## config.mk

```make
export PLATFORM = sky130hd
export DESIGN_NAME = indexed_list_engine
export DESIGN_NICKNAME = d
export VERILOG_FILES = /design/src/design/ile_pkg.sv /design/src/design/ile_ctrl.sv /design/src/design/ile_dp.sv /design/src/design/indexed_list_engine.sv
export SDC_FILE = /design/constraint.sdc
export NUM_CORES = 1
export LEC_CHECK = 0
export BUFFER_PORTS_ARGS = -buffer_cell sky130_fd_sc_hd__buf_2
export CAP_MARGIN = 5
export CELL_PAD_IN_SITES_DETAIL_PLACEMENT = 0
export CELL_PAD_IN_SITES_GLOBAL_PLACEMENT = 1
export CORE_MARGIN = 3
export CORE_UTILIZATION = 35
export CTS_CLUSTER_DIAMETER = 150
export DETAILED_ROUTE_END_ITERATION = 10
export PLACE_DENSITY_LB_ADDON = 0.1
export SLEW_MARGIN = 30
export SYNTH_ARGS = -nofsm -noshare
export SYNTH_HDL_FRONTEND = slang
export SYNTH_SLANG_ARGS = --single-unit
```

## constraint.sdc

```tcl
create_clock -name clk -period 7.2 [get_ports clk]
set_input_delay 0 -clock clk [delete_from_list [all_inputs] [get_ports clk]]
set_output_delay 0 -clock clk [all_outputs]
set_load 0.02 [all_outputs]
```

## src/design/ile_pkg.sv

```systemverilog
// Shared types and constants of the indexed list engine.
package ile_pkg;

  localparam int DEPTH_DEF   = 16;
  localparam int POS_W       = 8;
  localparam int WORD_W      = 32;
  localparam int LEN_W       = 5;
  localparam int CMD_W       = 2;
  localparam int ST_W        = 2;
  localparam int IN_TDATA_W  = 40;  // position + value
  localparam int OUT_TDATA_W = 40;  // entry + length, padded to bytes

  typedef enum logic [CMD_W-1:0] {
    CMD_APPEND = 2'd0,
    CMD_READ   = 2'd1,
    CMD_REMOVE = 2'd2
  } cmd_e;

  typedef enum logic [ST_W-1:0] {
    ST_OK   = 2'd0,
    ST_OOB  = 2'd1,
    ST_FULL = 2'd2
  } status_e;

  typedef enum logic {
    S_IDLE,
    S_EXEC
  } state_e;

  // controller -> datapath
  typedef struct packed {
    logic load;  // capture the incoming item
    logic exec;  // run the captured item and load the result register
  } ctrl_cmd_t;

  // datapath -> controller
  typedef struct packed {
    logic out_free;  // result register empty or being drained this cycle
  } dp_stat_t;

endpackage

```

## src/design/ile_ctrl.sv

```systemverilog
// Controller state machine of the indexed list engine.
module ile_ctrl (
  input  logic              clk,
  input  logic              rst,
  input  logic              s_tvalid,
  output logic              s_tready,
  input  ile_pkg::dp_stat_t stat,
  output ile_pkg::ctrl_cmd_t cmd
);
  import ile_pkg::*;

  state_e state, state_next;

  always_ff @(posedge clk) begin
    if (rst) begin
      state <= S_IDLE;
    end else begin
      state <= state_next;
    end
  end

  always_comb begin
    state_next = state;
    s_tready   = 1'b0;
    cmd        = '0;
    case (state)
      S_IDLE: begin
        s_tready = 1'b1;
        if (s_tvalid) begin
          cmd.load   = 1'b1;
          state_next = S_EXEC;
        end
      end
      S_EXEC: begin
        // wait for room in the result register
        if (stat.out_free) begin
          cmd.exec   = 1'b1;
          state_next = S_IDLE;
        end
      end
      default: begin
        state_next = S_IDLE;
      end
    endcase
  end

endmodule

```

## src/design/ile_dp.sv

```systemverilog
// Datapath of the indexed list engine: entry registers, count and result register.
module ile_dp #(
  parameter int DEPTH = ile_pkg::DEPTH_DEF
) (
  input  logic                            clk,
  input  logic                            rst,
  input  ile_pkg::ctrl_cmd_t              cmd,
  output ile_pkg::dp_stat_t               stat,
  input  logic [ile_pkg::CMD_W-1:0]       in_cmd,
  input  logic [ile_pkg::POS_W-1:0]       in_pos,
  input  logic [ile_pkg::WORD_W-1:0]      in_val,
  output logic                            m_tvalid,
  input  logic                            m_tready,
  output logic [ile_pkg::OUT_TDATA_W-1:0] m_tdata,
  output logic [ile_pkg::ST_W-1:0]        m_tuser
);
  import ile_pkg::*;

  localparam int IDX_W = $clog2(DEPTH);
  localparam int CNT_W = $clog2(DEPTH + 1);
  localparam int CMP_W = POS_W + 1;
  localparam logic [CNT_W-1:0] DEPTH_C = CNT_W'(DEPTH);
  localparam int PAD_W = OUT_TDATA_W - WORD_W - LEN_W;

  logic [WORD_W-1:0] entries [DEPTH];
  logic [CNT_W-1:0]  count, count_next;

  logic [CMD_W-1:0]  cmd_q;
  logic [POS_W-1:0]  pos_q;
  logic [WORD_W-1:0] val_q;

  logic              in_range;
  logic              do_append;
  logic              do_remove;
  logic [WORD_W-1:0] rd_word;
  logic [WORD_W-1:0] res_entry;
  status_e           res_status;

  // captured item
  always_ff @(posedge clk) begin
    if (cmd.load) begin
      cmd_q <= in_cmd;
      pos_q <= in_pos;
      val_q <= in_val;
    end
  end

  assign in_range = CMP_W'(pos_q) < CMP_W'(count);
  assign rd_word  = entries[pos_q[IDX_W-1:0]];

  always_comb begin
    res_entry  = '0;
    res_status = ST_OK;
    do_append  = 1'b0;
    do_remove  = 1'b0;
    count_next = count;
    case (cmd_q)
      CMD_APPEND: begin
        if (count != DEPTH_C) begin
          do_append  = 1'b1;
          count_next = count + CNT_W'(1);
        end else begin
          res_status = ST_FULL;
        end
      end
      CMD_READ, CMD_REMOVE: begin
        if (in_range) begin
          res_entry = rd_word;
          if (cmd_q == CMD_REMOVE) begin
            do_remove  = 1'b1;
            count_next = count - CNT_W'(1);
          end
        end else begin
          res_entry  = '1;
          res_status = ST_OOB;
        end
      end
      default: begin
        // unused command: no change
      end
    endcase
  end

  always_ff @(posedge clk) begin
    if (rst) begin
      count <= '0;
    end else if (cmd.exec) begin
      count <= count_next;
    end
  end

  // entry registers: append writes at the tail, remove moves later entries down
  for (genvar i = 0; i < DEPTH; i++) begin : g_entry
    if (i < DEPTH - 1) begin : g_shift
      always_ff @(posedge clk) begin
        if (cmd.exec && do_remove && CMP_W'(i) >= CMP_W'(pos_q)
            && CMP_W'(i + 1) < CMP_W'(count)) begin
          entries[i] <= entries[i + 1];
        end else if (cmd.exec && do_append && count[IDX_W-1:0] == IDX_W'(i)) begin
          entries[i] <= val_q;
        end
      end
    end else begin : g_last
      always_ff @(posedge clk) begin
        if (cmd.exec && do_append && count[IDX_W-1:0] == IDX_W'(i)) begin
          entries[i] <= val_q;
        end
      end
    end
  end

  // result register
  always_ff @(posedge clk) begin
    if (rst) begin
      m_tvalid <= 1'b0;
    end else if (cmd.exec) begin
      m_tvalid <= 1'b1;
    end else if (m_tready) begin
      m_tvalid <= 1'b0;
    end
  end

  always_ff @(posedge clk) begin
    if (cmd.exec) begin
      m_tdata <= {PAD_W'(0), LEN_W'(count_next), res_entry};
      m_tuser <= res_status;
    end
  end

  assign stat.out_free = !m_tvalid || m_tready;

endmodule

```

## src/design/indexed_list_engine.sv

```systemverilog
// An accepted item is captured, then executed into the result register once that
// register is free, which raises m_tvalid. The capture/execute controller takes
// one item at a time, and execution waits only for the result register.
// A remove shifts all later entries down in the execute cycle.
// Reset (rst, synchronous, active high) empties the list and the result
// register; entry contents are not cleared and are only read once written.
module indexed_list_engine #(
  parameter int DEPTH = ile_pkg::DEPTH_DEF
) (
  input  logic                            clk,
  input  logic                            rst,
  // input items
  input  logic                            s_tvalid,
  output logic                            s_tready,
  input  logic [ile_pkg::IN_TDATA_W-1:0]  s_tdata,   // [7:0] position, [39:8] value
  input  logic [ile_pkg::CMD_W-1:0]       s_tuser,   // [1:0] cmd
  // result items
  output logic                            m_tvalid,
  input  logic                            m_tready,
  output logic [ile_pkg::OUT_TDATA_W-1:0] m_tdata,   // [31:0] entry, [36:32] length, zero pad
  output logic [ile_pkg::ST_W-1:0]        m_tuser    // [1:0] status
);
  import ile_pkg::*;

  ctrl_cmd_t ctrl;
  dp_stat_t  stat;

  // Controller: idle takes an item, execute retires it into the result
  // register as soon as that register is free.
  ile_ctrl u_ctrl (
    .clk      (clk),
    .rst      (rst),
    .s_tvalid (s_tvalid),
    .s_tready (s_tready),
    .stat     (stat),
    .cmd      (ctrl)
  );

  // Datapath: list registers, count, and the output register that lets the
  // next item in while a result is still waiting downstream.
  ile_dp #(
    .DEPTH (DEPTH)
  ) u_dp (
    .clk      (clk),
    .rst      (rst),
    .cmd      (ctrl),
    .stat     (stat),
    .in_cmd   (s_tuser),
    .in_pos   (s_tdata[POS_W-1:0]),
    .in_val   (s_tdata[POS_W +: WORD_W]),
    .m_tvalid (m_tvalid),
    .m_tready (m_tready),
    .m_tdata  (m_tdata),
    .m_tuser  (m_tuser)
  );

endmodule

```

==> summary.md <==
| Metric | Value |
|---|---|
| Status | `complete, no violations` |
| Critical Path Sink Type | `flop` |
| Setup crit start kind | `flop` |
| Antenna Cells | `0` |
| PD cells | `241 mW/mm2` |
| Most frequent cells in the layout | `edfxtp_1, mux2_2, mux4_2, buf_2, clkbuf_16` |
| Max rail drop VDD | `0.000146 V` |
| Commonest non-fill, non-tap cell in the layout | `edfxtp_1` |
| Fill cells | `7390` |
| Data arrival, critical path | `4.97 ns` |
| Gpl congestion | `0.827` |
| Yosys top cell by area | `edfxtp_1` |
| Static leakage | `10.6 nW` |
| Number of max-cap violations | `0` |
| Final Critical Period | `4.73 ns` |
| Root Driver | `clkbuf_16` |
| CTS H-tree lvls | `3` |
| Setup_tns | `0 ns` |
| Die area | `0.0860 mm2` |
| Core ar. | `0.0812 mm2` |
| Synth async-reset ratio | `0%` |
| Global-route wire length before repair | `125000 um` |
| Final nets | `1838` |
| Clock Skews | `0.0172 ns` |
| Grt ovf | `0` |
| EDFF count, synth | `593` |
| Initial antenna violation count | `2` |
| Largest net degree at the start of global routing | `98` |
| Library cells used by synthesis | `52` |
| Synthesis-stage register bit count | `604` |
| Crit share post-route | `65.8%` |
| Initial core utilization | `35.6%` |
| Mean Syn Cell Area | `17.3 um2` |
| Final hold viol count | `0` |
| Share of the synthesized area in the top cell type | `61.7%` |
| Max-slew violation count | `0` |
| DR pass1 iterations | `5` |
| Clk_lat worst skew | `0.61 ns` |
| Area contributors post-synth | `edfxtp_1, mux2_2, mux4_2, a22oi_1, a31oi_1` |
| Worst EP required | `7.43 ns` |
| TritonCTS sink count | `604` |
| Crit path max fanout | `24` |
| Slew @ Worst Pin | `0.972 ns` |
| CTS tree | `done` |
| Cells after Synth | `1672` |
| Vias in the first global route | `17000` |
| Routed Antenna Nets | `0` |
| GR Util All Layers | `20.0%` |
| Wire length per cell | `29.8 um` |
| Share of layout cells above drive strength 1 | `47.6%` |
| Setup CP Type | `flop to flop` |
| Synthesis warning total | `0` |
| HPWL Detailed | `47400 um` |
| Fmax | `211 MHz` |
| Synthesized area | `0.0289 mm2` |
| Vias post-DR | `16400` |
| Most used DFF post-synth | `edfxtp_1` |
| Die Wd | `293 um` |
| CTS Buf Count | `71` |
| Final setup fails | `0` |
| Remaining DRCs | `0` |
| Longest Clk Path Bufs | `3` |
| RSZ-0062 raised after global routing | `false` |
| I/O Pins | `90` |
| Die Height | `293 um` |
| Cell Rows | `104` |
| WL final | `86300 um` |
| Via-to-Cell Ratio | `5.67` |
| Register area share after synthesis | `62.4%` |
| PortBufs | `86` |
| Syn-to-layout area delta | `15.9%` |
| Post-cts sizing count | `0` |
| Clock transition at path regs | `0.06 ns` |
| Starting DRC count in detailed routing | `1179` |
| Rel. slew slack | `34.7%` |
| Min-delay worst type | `primary input to flop` |
| Total power draw | `8.06 mW` |
final timing paths:
check | endpoint | cells past startpoint | slack [ns] | start
max | u_dp.entries[3][21] | 8 | 2.47 | u_dp.count[4]
min | u_dp.val_q[5] | 2 | 0.10 | s_tdata[13]
max reg2reg | u_dp.entries[3][21] | 8 | 2.47 | u_dp.count[4]
min reg2reg | u_dp.m_tvalid | 2 | 0.53 | u_dp.m_tvalid
per-layer routing:
metal  track usage [%]  vias up  share of wire [%]
li1                  -     7022                  -
met1              28.2     8880                 46
met5                 0        -                  0
met4              5.22        0                2.1
met3              2.31      110                4.1
met2              33.0      422                 48
metrics by stage:
step                std cells  worst slack, ns  hold slack [ns]  util [%]  area [um2]
floorplan                1674             2.06           0.0989         -       28900
global placement         2720             2.67            0.176      37.8       30700
detailed placement       2720             2.52            0.178      37.8       30700
CTS                      2896             2.48           0.0612      41.1       33400
global route             2898             2.19           0.0864      41.2       33500
finish                   2898             2.47            0.101      41.2       33500
flip-flops by register name (all words and copies together) (netlist names), named ones only:
| register | count |
|---|---|
| u_dp.entries | 512 |
| u_dp.pos_q | 8 |
| u_dp.m_tuser | 2 |
| u_ctrl.state | 1 |
| u_dp.count | 5 |
| u_dp.val_q | 32 |
| u_dp.m_tvalid | 1 |
| u_dp.m_tdata | 37 |
| u_dp.cmd_q | 2 |
layout make-up:
cell class                 instances  area (um2)  share of cell area (%)
sequential                       604       18000                    53.9
multi-input combinational        915       10500                    31.5
clock buffer                     104        2020                    6.03
tap                             1060        1330                    3.96
timing repair buffer             176        1270                    3.80
clock inverter                    27         236                   0.707
inverter                          12        45.0                   0.135
power breakdown:
group          internal (mW)  total (mW)  switching, mW
combinational          0.226       0.543          0.318
sequential              3.87        3.96         0.0870
clock                   2.09        3.55           1.46
logic make-up (layout without fill, tap and decap cells):
family	after synthesis	count (layout)	share of synthesized area, %
mux	611	611	28.8
buf+inv	155	319	2.17
compound gates	168	168	4.13
xor+xnor	1	1	0.0303
fa+ha+maj	12	12	0.520
other cells	1	3	0.0130
flops	604	604	62.4
simple gates	120	120	1.91
synth_stat cells (5+ instances only):
cell type and instances:
a22oi_1 64, nand3_1 11, a31oi_1 46, nand2_1 56, edfxtp_1 593, nor2b_1 7
mux2_2 479, nor3_1 10, buf_1 47, mux4_2 128, a21oi_1 16, a211oi_1 5
ha_1 12, nor2_1 18, clkbuf_1 71, inv_1 10, buf_2 19, dfxtp_1 11
buf_4 6, o21ai_0 9
timing repair:
| action | CTS | global route |
|---|---|---|
| setup buffers | 0 | 0 |
| hold buffers | 45 | 0 |
| endpoints found under the hold margin | 57 | 0 |
critical path, stage by stage (launching register included):
cell      delay (ns)
dfxtp_1         0.61
clkinv_1        0.41
ha_1            0.31
nor4_1          0.41
nand2_1         0.33
a211oi_2        0.88
nand2_1         0.33
o21ai_4         0.52
buf_4           0.52
Note: power is estimated with default switching activity, not from simulation.
